### config.mk
export PLATFORM = sky130hd
export DESIGN_NAME = http_chunked_body_decoder_unit
export DESIGN_NICKNAME = d
export VERILOG_FILES = /design/src/rtl/core/hcbd_pkg.sv /design/src/rtl/core/hcbd_hdr.sv /design/src/rtl/core/hcbd_ctl.sv /design/src/rtl/core/http_chunked_body_decoder_unit.sv
export VERILOG_INCLUDE_DIRS = /design/src /design/src/rtl/core
export SDC_FILE = /design/constraint.sdc
export NUM_CORES = 1
export LEC_CHECK = 0
export ABC_CLOCK_PERIOD_IN_PS = 4740
export BUFFER_PORTS_ARGS = -buffer_cell sky130_fd_sc_hd__buf_2
export CAP_MARGIN = 25
export CORE_ASPECT_RATIO = 1.1
export CORE_MARGIN = 4
export CORE_UTILIZATION = 49
export DETAILED_ROUTE_END_ITERATION = 6
export PLACE_DENSITY = 0.75
export RECOVER_POWER = 100
export SLEW_MARGIN = 10
export SYNTH_ARGS = -nofsm -noshare
export SYNTH_HDL_FRONTEND = slang
export SYNTH_HIERARCHICAL = 1
export SYNTH_SLANG_ARGS = --single-unit
### constraint.sdc
create_clock -name clk -period 4.74 [get_ports clk]
set_input_delay 0.711 -clock clk [delete_from_list [all_inputs] [get_ports clk]]
set_output_delay 0.711 -clock clk [all_outputs]
set_load 0.005 [all_outputs]
### src/rtl/core/assert_macros.svh
// Concurrent assertion helpers; every user has clk and arst_n in scope.
`ifndef ASSERT_MACROS_SVH
`define ASSERT_MACROS_SVH

// Check prop on every rising clk edge outside reset.
`define ASSERT_CLK(label, prop, msg) \
	label: assert property (@(posedge clk) disable iff (!arst_n) (prop)) else $error(msg);

// Check that cond never holds on a rising clk edge outside reset.
`define ASSERT_NEVER(label, cond, msg) \
	label: assert property (@(posedge clk) disable iff (!arst_n) !(cond)) else $error(msg);

`endif

### src/rtl/core/hcbd_pkg.sv
package hcbd_pkg;

	localparam int SIZE_BITS_DEF = 32;
	localparam int NAME_LEN      = 17;
	localparam int VALUE_LEN     = 8;

	localparam logic [7:0] CH_CR    = 8'h0d;
	localparam logic [7:0] CH_LF    = 8'h0a;
	localparam logic [7:0] CH_COLON = 8'h3a;

	typedef enum logic [1:0] {
		KIND_DATA = 2'd0,
		KIND_END  = 2'd1,
		KIND_ERR  = 2'd2
	} kind_t;

	typedef enum logic [4:0] {
		PH_HEADER  = 5'b00001,
		PH_SIZE    = 5'b00010,
		PH_PAYLOAD = 5'b00100,
		PH_SKIP    = 5'b01000,
		PH_DONE    = 5'b10000
	} phase_t;

	// header line match state
	typedef struct packed {
		logic [4:0] name_pos;
		logic       name_ok;
		logic [3:0] val_pos;
		logic       val_ok;
		logic       colon;
	} match_t;

	localparam match_t MATCH_CLEAR = '{name_pos: 5'd0, name_ok: 1'b1,
		val_pos: 4'd0, val_ok: 1'b1, colon: 1'b0};

	typedef struct packed {
		logic [7:0] payload_byte;
		kind_t      kind;
		logic       was_chunked;
	} result_t;

	function automatic logic [7:0] name_char(input logic [4:0] pos);
		logic [7:0] c;
		case (pos)
			5'd0:    c = "T";
			5'd1:    c = "r";
			5'd2:    c = "a";
			5'd3:    c = "n";
			5'd4:    c = "s";
			5'd5:    c = "f";
			5'd6:    c = "e";
			5'd7:    c = "r";
			5'd8:    c = "-";
			5'd9:    c = "E";
			5'd10:   c = "n";
			5'd11:   c = "c";
			5'd12:   c = "o";
			5'd13:   c = "d";
			5'd14:   c = "i";
			5'd15:   c = "n";
			5'd16:   c = "g";
			default: c = 8'h00;
		endcase
		return c;
	endfunction

	function automatic logic [7:0] value_char(input logic [3:0] pos);
		logic [7:0] c;
		case (pos)
			4'd0:    c = " ";
			4'd1:    c = "c";
			4'd2:    c = "h";
			4'd3:    c = "u";
			4'd4:    c = "n";
			4'd5:    c = "k";
			4'd6:    c = "e";
			4'd7:    c = "d";
			default: c = 8'h00;
		endcase
		return c;
	endfunction

	// Advance the name or value match by one character.
	function automatic match_t feed(input match_t m, input logic [7:0] c);
		match_t r;
		r = m;
		if (!m.colon && c == CH_COLON) begin
			r.colon = 1'b1;
		end else if (!m.colon) begin
			if (m.name_ok && m.name_pos < 5'(NAME_LEN) && c == name_char(m.name_pos))
				r.name_pos = m.name_pos + 5'd1;
			else
				r.name_ok = 1'b0;
		end else begin
			if (m.val_ok && m.val_pos < 4'(VALUE_LEN) && c == value_char(m.val_pos))
				r.val_pos = m.val_pos + 4'd1;
			else
				r.val_ok = 1'b0;
		end
		return r;
	endfunction

	// {is_hex, digit}
	function automatic logic [4:0] hex_digit(input logic [7:0] c);
		logic [4:0] r;
		if (c >= "0" && c <= "9")
			r = {1'b1, 4'(c - "0")};
		else if (c >= "a" && c <= "f")
			r = {1'b1, 4'(c - "a" + 8'd10)};
		else if (c >= "A" && c <= "F")
			r = {1'b1, 4'(c - "A" + 8'd10)};
		else
			r = 5'd0;
		return r;
	endfunction

endpackage

### src/rtl/core/hcbd_hdr.sv
module hcbd_hdr (
	input  hcbd_pkg::match_t cur,
	input  logic             prev_cr,
	input  logic [7:0]       byte_in,
	output hcbd_pkg::match_t nxt
);
	import hcbd_pkg::*;

	match_t after_cr;

	// a CR not followed by LF counts as a plain line character
	always_comb begin
		after_cr = prev_cr ? feed(cur, CH_CR) : cur;
		nxt      = (byte_in == CH_CR) ? after_cr : feed(after_cr, byte_in);
	end

endmodule

### src/rtl/core/hcbd_ctl.sv
`include "assert_macros.svh"

module hcbd_ctl #(
	parameter int SIZE_BITS = hcbd_pkg::SIZE_BITS_DEF
) (
	input  logic              clk,
	input  logic              arst_n,
	input  logic              step,
	input  logic [7:0]        byte_in,
	input  logic              restart,
	output logic              res_valid,
	output hcbd_pkg::result_t res
);
	import hcbd_pkg::*;

	phase_t                 phase_q, cur_phase, n_phase;
	match_t                 match_q, cur_match, n_match, hdr_match;
	logic                   prev_cr_q, cur_prev_cr, n_prev_cr;
	logic                   chunked_q, cur_chunked, n_chunked;
	logic [SIZE_BITS-1:0]   size_q, cur_size, n_size, size_dec;
	logic                   hex_stop_q, cur_hex_stop, n_hex_stop;
	logic [1:0]             skip_q, cur_skip, n_skip;
	logic [4:0]             hex;

	always_comb begin
		if (restart) begin
			cur_phase    = PH_HEADER;
			cur_match    = MATCH_CLEAR;
			cur_prev_cr  = 1'b0;
			cur_chunked  = 1'b0;
			cur_size     = '0;
			cur_hex_stop = 1'b0;
			cur_skip     = 2'd0;
		end else begin
			cur_phase    = phase_q;
			cur_match    = match_q;
			cur_prev_cr  = prev_cr_q;
			cur_chunked  = chunked_q;
			cur_size     = size_q;
			cur_hex_stop = hex_stop_q;
			cur_skip     = skip_q;
		end
	end

	hcbd_hdr u_hdr (
		.cur     (cur_match),
		.prev_cr (cur_prev_cr),
		.byte_in (byte_in),
		.nxt     (hdr_match)
	);

	assign hex      = hex_digit(byte_in);
	assign size_dec = cur_size - SIZE_BITS'(1);

	always_comb begin
		n_phase         = cur_phase;
		n_match         = cur_match;
		n_prev_cr       = cur_prev_cr;
		n_chunked       = cur_chunked;
		n_size          = cur_size;
		n_hex_stop      = cur_hex_stop;
		n_skip          = cur_skip;
		res_valid       = 1'b0;
		res.payload_byte = 8'h00;
		res.kind        = KIND_DATA;
		res.was_chunked = cur_chunked;
		case (cur_phase)
			PH_HEADER: begin
				if (byte_in == CH_LF && cur_prev_cr) begin
					if (cur_match.name_ok && cur_match.name_pos == 5'd0) begin
						// empty name ends the headers
						if (cur_chunked) begin
							n_phase    = PH_SIZE;
							n_size     = '0;
							n_hex_stop = 1'b0;
							n_prev_cr  = 1'b0;
						end else begin
							n_phase   = PH_DONE;
							res_valid = 1'b1;
							res.kind  = KIND_END;
						end
					end else begin
						if (cur_match.colon && cur_match.name_ok &&
						    cur_match.name_pos == 5'(NAME_LEN) && cur_match.val_ok &&
						    cur_match.val_pos == 4'(VALUE_LEN))
							n_chunked = 1'b1;
						n_match   = MATCH_CLEAR;
						n_prev_cr = 1'b0;
					end
				end else begin
					n_match   = hdr_match;
					n_prev_cr = (byte_in == CH_CR);
				end
			end
			PH_SIZE: begin
				if (byte_in == CH_LF && cur_prev_cr) begin
					if (cur_size == '0) begin
						n_phase   = PH_DONE;
						res_valid = 1'b1;
						res.kind  = KIND_END;
					end else begin
						n_phase = PH_PAYLOAD;
					end
				end else begin
					n_prev_cr = (byte_in == CH_CR);
					if (!cur_hex_stop) begin
						if (!hex[4]) begin
							n_hex_stop = 1'b1;
						end else if (cur_size[SIZE_BITS-1 -: 4] != 4'd0) begin
							// next digit would overflow the size
							n_phase   = PH_DONE;
							res_valid = 1'b1;
							res.kind  = KIND_ERR;
						end else begin
							n_size = {cur_size[SIZE_BITS-5:0], hex[3:0]};
						end
					end
				end
			end
			PH_PAYLOAD: begin
				n_size           = size_dec;
				res_valid        = 1'b1;
				res.payload_byte = byte_in;
				if (size_dec == '0) begin
					n_phase = PH_SKIP;
					n_skip  = 2'd2;
				end
			end
			PH_SKIP: begin
				n_skip = (cur_skip != 2'd0) ? cur_skip - 2'd1 : cur_skip;
				if (n_skip == 2'd0) begin
					n_phase    = PH_SIZE;
					n_size     = '0;
					n_hex_stop = 1'b0;
					n_prev_cr  = 1'b0;
				end
			end
			default: begin
			end
		endcase
	end

	always_ff @(posedge clk or negedge arst_n) begin
		if (!arst_n) begin
			phase_q    <= PH_HEADER;
			match_q    <= MATCH_CLEAR;
			prev_cr_q  <= 1'b0;
			chunked_q  <= 1'b0;
			size_q     <= '0;
			hex_stop_q <= 1'b0;
			skip_q     <= 2'd0;
		end else if (step) begin
			phase_q    <= n_phase;
			match_q    <= n_match;
			prev_cr_q  <= n_prev_cr;
			chunked_q  <= n_chunked;
			size_q     <= n_size;
			hex_stop_q <= n_hex_stop;
			skip_q     <= n_skip;
		end
	end

	`ASSERT_CLK(a_payload_nonzero, phase_q == PH_PAYLOAD |-> size_q != '0, "payload with zero count")
	`ASSERT_CLK(a_skip_nonzero, phase_q == PH_SKIP |-> skip_q != 2'd0, "skip phase with zero count")

endmodule

### src/rtl/core/http_chunked_body_decoder_unit.sv
// An accepted item passes through the input register, then the result register,
// which holds its result, if any.
// Throughput: one byte per cycle while out_ready does not stall; the byte parser is one combinational pass.
// Reset: arst_n clears the parser to the header line start and empties both registers.
`include "assert_macros.svh"

module http_chunked_body_decoder_unit #(
	parameter int SIZE_BITS = hcbd_pkg::SIZE_BITS_DEF
) (
	input  logic       clk,
	input  logic       arst_n,
	input  logic       in_valid,
	output logic       in_ready,
	input  logic [7:0] byte_in,
	input  logic       restart,
	output logic       out_valid,
	input  logic       out_ready,
	output logic [7:0] payload_byte,
	output logic [1:0] kind,
	output logic       was_chunked
);
	import hcbd_pkg::*;

	logic       valid_s1;
	logic [7:0] byte_s1;
	logic       restart_s1;
	logic       advance;
	logic       step;
	logic       res_valid;
	result_t    res;
	logic       out_valid_q;
	result_t    out_q;

	// the input register moves on whenever the result register has room
	assign advance  = !out_valid_q || out_ready;
	assign step     = valid_s1 && advance;
	assign in_ready = !valid_s1 || advance;

	always_ff @(posedge clk or negedge arst_n) begin
		if (!arst_n) begin
			valid_s1 <= 1'b0;
		end else if (in_ready) begin
			valid_s1 <= in_valid;
		end
	end

	always_ff @(posedge clk) begin
		if (in_valid && in_ready) begin
			byte_s1    <= byte_in;
			restart_s1 <= restart;
		end
	end

	hcbd_ctl #(
		.SIZE_BITS (SIZE_BITS)
	) u_ctl (
		.clk       (clk),
		.arst_n    (arst_n),
		.step      (step),
		.byte_in   (byte_s1),
		.restart   (restart_s1),
		.res_valid (res_valid),
		.res       (res)
	);

	always_ff @(posedge clk or negedge arst_n) begin
		if (!arst_n) begin
			out_valid_q <= 1'b0;
		end else if (advance) begin
			out_valid_q <= step && res_valid;
		end
	end

	always_ff @(posedge clk) begin
		if (step && res_valid) begin
			out_q <= res;
		end
	end

	assign out_valid    = out_valid_q;
	assign payload_byte = out_q.payload_byte;
	assign kind         = out_q.kind;
	assign was_chunked  = out_q.was_chunked;

	`ASSERT_CLK(a_data_needs_chunked, out_valid_q && out_q.kind == KIND_DATA |-> out_q.was_chunked, "payload item outside a chunked body")
	`ASSERT_CLK(a_s1_holds, valid_s1 && !advance |=> valid_s1 && $stable(byte_s1), "input stage lost a stalled item")
	`ASSERT_NEVER(a_full_in_ready, valid_s1 && out_valid_q && !out_ready && in_ready, "input taken with both stages blocked")

endmodule

==> results of run 1 <==
state kept, by name, indices dropped and copies added, names as in the netlist:
| register | count |
|---|---|
| u_ctl/prev_cr_q | 1 |
| valid_s1 | 1 |
| out_valid | 1 |
| byte_s1 | 8 |
| kind | 2 |
| u_ctl/chunked_q | 1 |
| u_ctl/hex_stop_q | 1 |
| u_ctl/skip_q | 2 |
| restart_s1 | 1 |
| u_ctl/match_q | 12 |
| u_ctl/size_q | 32 |
| was_chunked | 1 |
| u_ctl/phase_q | 5 |
| payload_byte | 8 |
through the flow:
stage	instance area [µm²]	worst slack (ns)	hold slack, ns	util
floorplan	6484	0.07411	0.4154	-
global placement	6700	0.5769	0.4893	0.5233
detailed placement	6700	0.4371	0.4945	0.5233
CTS	6974	0.4116	0.5071	0.5447
global route	6900	0.07623	0.5189	0.5389
finish	6900	0.3624	0.5003	0.5389
area by class of cell:
type | count | area, µm²
clock buffer | 9 | 225.2
clock inverter | 7 | 48.80
fill | 1198 | 5904
inverter | 23 | 86.33
tap | 157 | 196.4
sequential | 76 | 2006
multi-input combinational | 639 | 4068
timing repair buffer | 49 | 270.3
power by group through the flow:
stage          clock (µW)  combinational, µW  sequential [µW]
2_1_floorplan           0                336              718
3_3_place_gp            0                417              744
3_5_place_dp            0                420              745
4_1_cts               657                422              733
5_1_grt               696                471              739
6_report              648                428              735
logic make-up (layout without fill, tap and decap cells):
kind of cell,Yosys count,after routing,synth area share
AOI/OAI and AO/OA,218,218,0.2258
buffers and inverters,83,88,0.05731
adders and majority gates,23,23,0.04439
DFF,76,76,0.3093
xor gates and xnor gates,35,35,0.04728
and+or+nand+nor,352,352,0.2980
muxes,11,11,0.01795
synth_stat cells, drive strengths merged (4+ instances only):
library cell | instances | area (µm²)
nand2 | 97 | 364.1
o21ai | 65 | 329.1
nor2 | 59 | 224.0
dfrtp | 53 | 1326
a21oi | 41 | 209.0
clkbuf | 38 | 142.6
nor3 | 34 | 185.2
nand3 | 30 | 155.1
ha | 23 | 287.8
nor2b | 23 | 143.9
buf | 22 | 142.6
inv | 22 | 82.58
nor4 | 22 | 177.7
edfxtp | 20 | 600.6
xnor2 | 19 | 166.4
a31oi | 17 | 106.4
xor2 | 16 | 140.1
and2 | 15 | 96.34
nand4 | 12 | 81.33
a22oi | 11 | 82.58
a22o | 10 | 87.58
a211oi | 9 | 72.57
mux2i | 9 | 90.09
o22ai | 9 | 62.56
nand2b | 8 | 50.05
a21o | 7 | 52.55
and3 | 7 | 50.05
or4 | 7 | 61.31
nor3b | 6 | 50.05
or3 | 6 | 37.54
o211ai | 5 | 37.54
o221ai | 5 | 43.79
a2111oi | 4 | 66.32
nand3b | 4 | 42.54
nand4b | 4 | 35.03
nor4bb | 4 | 40.04
worst max-delay path by stage:
stage                            end  slack (ns)  cells after the start
floorplan           u_ctl/match_q[8]        0.07                     20
global placement    u_ctl/match_q[8]        0.58                     18
detailed placement  u_ctl/match_q[8]        0.44                     18
CTS                 u_ctl/match_q[8]        0.41                     18
global route        u_ctl/match_q[8]        0.08                     18
finish              u_ctl/match_q[8]        0.36                     18
routing by layer:
metal | vias to the layer above | share of wire | routed length [µm] | global-route usage
li1 | 2951 | - | - | -
met1 | 3095 | 0.41 | 8213 | 0.3317
met2 | 339 | 0.47 | 9388 | 0.4225
met3 | 88 | 0.064 | 1282 | 0.03429
met4 | 0 | 0.055 | 1099 | 0.1800
met5 | - | 0 | 0 | 0
worst reg2reg max path: stages, from the launching register on:
cell and delay (ns):
edfxtp_1 0.53, nor2b_1 0.17, buf_4 0.17, inv_1 0.10, ha_1 0.22, and4b_1 0.23
and3_4 0.22, xnor2_1 0.35, ha_1 0.35, and2_0 0.19, a211oi_1 0.26, xor2_1 0.10
o22ai_1 0.15, nand2_1 0.11, a2111oi_4 0.46, nand3_2 0.18, mux2_1 0.35, nand2_1 0.06
o21ai_0 0.06
==> summary.md, run 1 <==
| Metric | Value |
|---|---|
| Outcome | finished with violations |
| Failing checks | capacitance limit, slew limit |
| Pwr per Cell Area | 262.4 nW/µm² |
| Register bit total from synthesis | 76 |
| Core ar. | 12800 µm² |
| Via/cell ratio | 6.743 |
| Drt pass-1 iters | 7 |
| Slew Viols, Final | 57 |
| CP peak stage delay | 0.53 ns |
| Post-synth ARST share | 0.7368 |
| Antenna violations before repair | 0 |
| Clock skew | 0.01275 ns |
| Post-synth EDFFs | 20 |
| Worst EP required | 4.95 ns |
| Most frequent cells in the layout | nand2_1, o21ai_0, nor2_1 |
| Critical-path cell list | nor2b_1 -> buf_4 -> inv_1 -> ha_1 -> and4b_1 -> and3_4 -> xnor2_1 -> ha_1 -> and2_0 -> a211oi_1 -> xor2_1 -> o22ai_1 -> nand2_1 -> a2111oi_4 -> nand3_2 -> mux2_1 -> nand2_1 -> o21ai_0 |
| Largest net degree at the start of global routing | 57 |
| Final nets | 834 |
| Syn Area/Cell | 8.125 µm² |
| Reg clk slew, reported paths | 0.06 ns |
| Worst setup EP type | register |
| DRC viols | 0 |
| Routed Antenna Nets | 0 |
| Cell area after synthesis | 6484 µm² |
| Worst setup SP type | register |
| Worst hold path type | reg2reg |
| P&R area growth vs syn | 6.426% |
| Reg2reg end | u_ctl/match_q[8] |
| Commonest non-fill, non-tap cell in the layout | nand2_1 |
| Maximum clock path buffer count | 2 |
| Die height | 128.6 µm |
| Unrepaired setup endpoints after global routing | false |
| Worst hold endpoint | u_ctl/match_q[11] |
| PostCTS Resize Cnt | 0 |
| Seq pwr share | 0.406 |
| Placed Cells | 944 |
| Leak | 0.002773 µW |
| CTS Hold Bufs | 0 |
| Worst slew margin | -1.116 |
| Total clock sinks | 76 |
| Overall power | 1811 µW |
| Remaining global-route overflow | 0 |
| Slew @ Worst Pin | 3.174 ns |
| Post-Layout Cell Count | 960 |
| P_sw | 608.0 µW |
| First-pass GRT wire length | 32120 µm |
| Min cycle time layout | 4.378 ns |
| Die W | 117.7 µm |
| YS warnings | 6 |
| Layout cells sized above 1 | 0.1009 |
| Setup-failing EPs final | 0 |
| Synthesized netlist cell count | 798 |
| DRT iter0 DRCs | 860 |
| Power Internal | 1203 µW |
| Max cap viols | 1 |
| Combinational share of power | 0.236 |
| Clock power frac | 0.358 |
| Ant diodes | 0 |
| CTS tree | done |
| Peak supply drop | 160.5 µV |
| Port buffer count | 25 |
| Fmax | 228.4 MHz |
| Starting Density | 0.5064 |
| Detailed Place HPWL | 13990 µm |
| Vias in the first global route | 6119 |
| Reg2reg start | restart_s1 |
| Sequential area share after synthesis | 0.3093 |
| Critical path type | reg2reg |
| Insertion delay to the later sink of the worst-skew pair | 0.35 ns |
| Worst hold stages | 2 |
| Worst Setup SP | restart_s1 |
| WP buf/inv | 2 |
| Worst path slowest cell | edfxtp_1 |
| Final setup TNS | 0 ns |
| Clock Root Buffer | clkbuf_16 |
| Drt wl/cell | 20.82 µm |
| Delay-heaviest family, CP | simple AND/OR/NAND/NOR gates |
| Post-CTS setup buffer count | 0 |
| Min-delay src | u_ctl/match_q[11] |
| Primary FF master, synth | dfrtp_1 |
| Critical Path AT | 4.59 ns |
| Switching Share | 0.3358 |
| Final Hold Fails | 0 |
| H-tree levels | 3 |
| Post-Synthesis Net Count | 834 |
| Ports | 26 |
| Worst Reg2Reg Path Length in Cells | 18 |
| Max Fanout on Critical Path | 9 |
| Via count | 6473 |
| Routed WL | 19980 µm |
| Gpl congestion | 0.9693 |
| Synth cell types | 95 |
| # rows | 43 |
| Total global-route track usage | 0.2624 |
| Die area | 15140 µm² |
| Total CTS buffers | 9 |
| Worst reg2reg setup slack | 0.36 ns |
| Tcrit/Tclk final | 0.9236 |
No activity file was read; power rests on OpenSTA's default activity.
==> run 2, diff against run 1 <==
--- a/config.mk
+++ b/config.mk
@@ -6,14 +6,14 @@
 export SDC_FILE = /design/constraint.sdc
 export NUM_CORES = 1
 export LEC_CHECK = 0
-export ABC_CLOCK_PERIOD_IN_PS = 4740
+export ABC_CLOCK_PERIOD_IN_PS = 5300
 export BUFFER_PORTS_ARGS = -buffer_cell sky130_fd_sc_hd__buf_2
 export CAP_MARGIN = 25
 export CORE_ASPECT_RATIO = 1.1
 export CORE_MARGIN = 4
 export CORE_UTILIZATION = 49
 export DETAILED_ROUTE_END_ITERATION = 6
-export PLACE_DENSITY = 0.75
+export PLACE_DENSITY = 0.73
 export RECOVER_POWER = 100
 export SLEW_MARGIN = 10
 export SYNTH_ARGS = -nofsm -noshare
==> constraint.sdc (replaced) <==
create_clock -name clk -period 5.3 [get_ports clk]
set_input_delay 0.795 -clock clk [delete_from_list [all_inputs] [get_ports clk]]
set_output_delay 0.795 -clock clk [all_outputs]
set_load 0.005 [all_outputs]
==> summary.md, run 2 (synthesis results as in run 1) <==
| Metric | Value |
|---|---|
| Die area | 15140 µm² |
| Die height | 128.6 µm |
| Gpl congestion | 0.9599 |
| Slew Viols, Final | 68 |
| Critical Path AT | 5.01 ns |
| Failing checks | capacitance limit, slew limit |
| DRC viols | 0 |
| Max Fanout on Critical Path | 13 |
| Worst setup EP type | register |
| Worst slew margin | -1.148 |
| Detailed Place HPWL | 14240 µm |
| Core ar. | 12800 µm² |
| P&R area growth vs syn | 6.252% |
| Fmax | 207.6 MHz |
| Final nets | 826 |
| Max reg flops | 32 |
| Critical-path cell list | nor2b_1 -> inv_1 -> ha_1 -> nor3b_2 -> and3_1 -> xnor2_1 -> ha_1 -> and2_0 -> a211oi_1 -> xor2_1 -> o22ai_1 -> nand2_1 -> a2111oi_4 -> nand3_2 -> mux2_4 -> nand2_1 -> o21ai_0 |
| Unrepaired setup endpoints after global routing | false |
| Insertion delay to the later sink of the worst-skew pair | 0.34 ns |
| Clock skew | 0.01199 ns |
| Tcrit/Tclk final | 0.9087 |
| Worst setup SP type | register |
| Reg clk slew, reported paths | 0.07 ns |
| Peak supply drop | 196.8 µV |
| Largest Register | u_ctl/size_q |
| H-tree levels | 3 |
| Setup-failing EPs final | 0 |
| Pwr per Cell Area | 248.6 nW/µm² |
| Ports | 26 |
| Largest net degree at the start of global routing | 57 |
| Max cap viols | 2 |
| Via count | 6474 |
| Port buffer count | 25 |
| Routed Antenna Nets | 0 |
| Starting Density | 0.5064 |
| Critical path type | reg2reg |
| Min cycle time layout | 4.816 ns |
| Worst hold path type | reg2reg |
| Final setup TNS | 0 ns |
| Post-CTS setup buffer count | 0 |
| Worst path slowest cell | edfxtp_1 |
| Final non-filler cell area | 6889 µm² |
| First-pass GRT wire length | 32820 µm |
| Die W | 117.7 µm |
| CP peak stage delay | 0.58 ns |
| Maximum clock path buffer count | 2 |
| Clock Root Buffer | clkbuf_16 |
| DRT iter0 DRCs | 889 |
| Via/cell ratio | 6.800 |
| Ant diodes | 0 |
| Worst EP required | 5.50 ns |
| Slew @ Worst Pin | 3.222 ns |
| Worst reg2reg setup slack | 0.48 ns |
| Layout cells sized above 1 | 0.09434 |
| Leak | 0.002752 µW |
| Routed WL | 20470 µm |
| Total global-route track usage | 0.2672 |
| Most frequent cells in the layout | nand2_1, o21ai_0, nor2_1 |
| Commonest non-fill, non-tap cell in the layout | nand2_1 |
| Largest regs | u_ctl/size_q x32, u_ctl/match_q x12 |
| Drt pass-1 iters | 6 |
| Antenna violations before repair | 0 |
| Total CTS buffers | 9 |
| Total clock sinks | 76 |
| Placed instance area | 6640 µm² |
| PostCTS Resize Cnt | 0 |
| CTS tree | done |
| Overall power | 1713 µW |
| CTS Hold Bufs | 0 |
| Remaining global-route overflow | 0 |
| Drt wl/cell | 21.50 µm |
| Vias in the first global route | 6343 |
| # rows | 43 |
| Final Hold Fails | 0 |
| Outcome | finished with violations |
## run 2: worst max-delay path, delay by kind of cell, from the launching register on
kind	cells	cell delay, ns
AND/OR/NAND/NOR	7	1.66
AO/OA/AOI/OAI	4	0.91
adder cells (fa/ha/maj)	2	0.63
flip-flops	1	0.58
XOR/XNOR	2	0.35
multiplexers	1	0.34
buffers and inverters	1	0.19
## run 2: metrics by stage
step	util	hold slack (ns)	setup WS [ns]	std cells
after floorplan	-	0.4567	0.6341	798
after global placement	0.5186	0.4813	0.8528	936
after detailed placement	0.5186	0.4839	0.6163	936
after CTS	0.5435	0.4972	0.6080	952
after global routing	0.5380	0.5144	0.1201	952
final	0.5380	0.5034	0.4839	952
## run 2: worst paths after layout
| path | startpoint | end | cells past startpoint |
|---|---|---|---|
| max | restart_s1 | u_ctl/match_q[8] | 17 |
| min | u_ctl/match_q[6] | u_ctl/match_q[6] | 2 |
| max reg2reg | restart_s1 | u_ctl/match_q[8] | 17 |
| min reg2reg | u_ctl/match_q[6] | u_ctl/match_q[6] | 2 |
| max in group asynchronous | arst_n | u_ctl/phase_q[3] | 2 |
| min in group asynchronous | arst_n | u_ctl/size_q[23] | 2 |
## run 2: where the power goes
part / leakage (µW) / switching, µW / internal [µW]
Sequential: 0.000937 / 43.5 / 616
Clock: 0.000153 / 260 / 414
Combinational: 0.00166 / 244 / 136
Total: 0.00275 / 547 / 1170
## run 2: routing by layer
layer	part of all wire	track usage
met5	0	0
met4	0.053	0.1490
met3	0.070	0.03956
met2	0.49	0.4631
met1	0.39	0.3215
## run 2: final cells by class
cell class                 count  area (µm²)
multi-input combinational    639        4059
sequential                    76        2006
clock inverter                 6       90.09
tap                          157       196.4
inverter                      23       86.33
clock buffer                  10       229.0
timing repair buffer          41       222.7
fill                        1183        5916
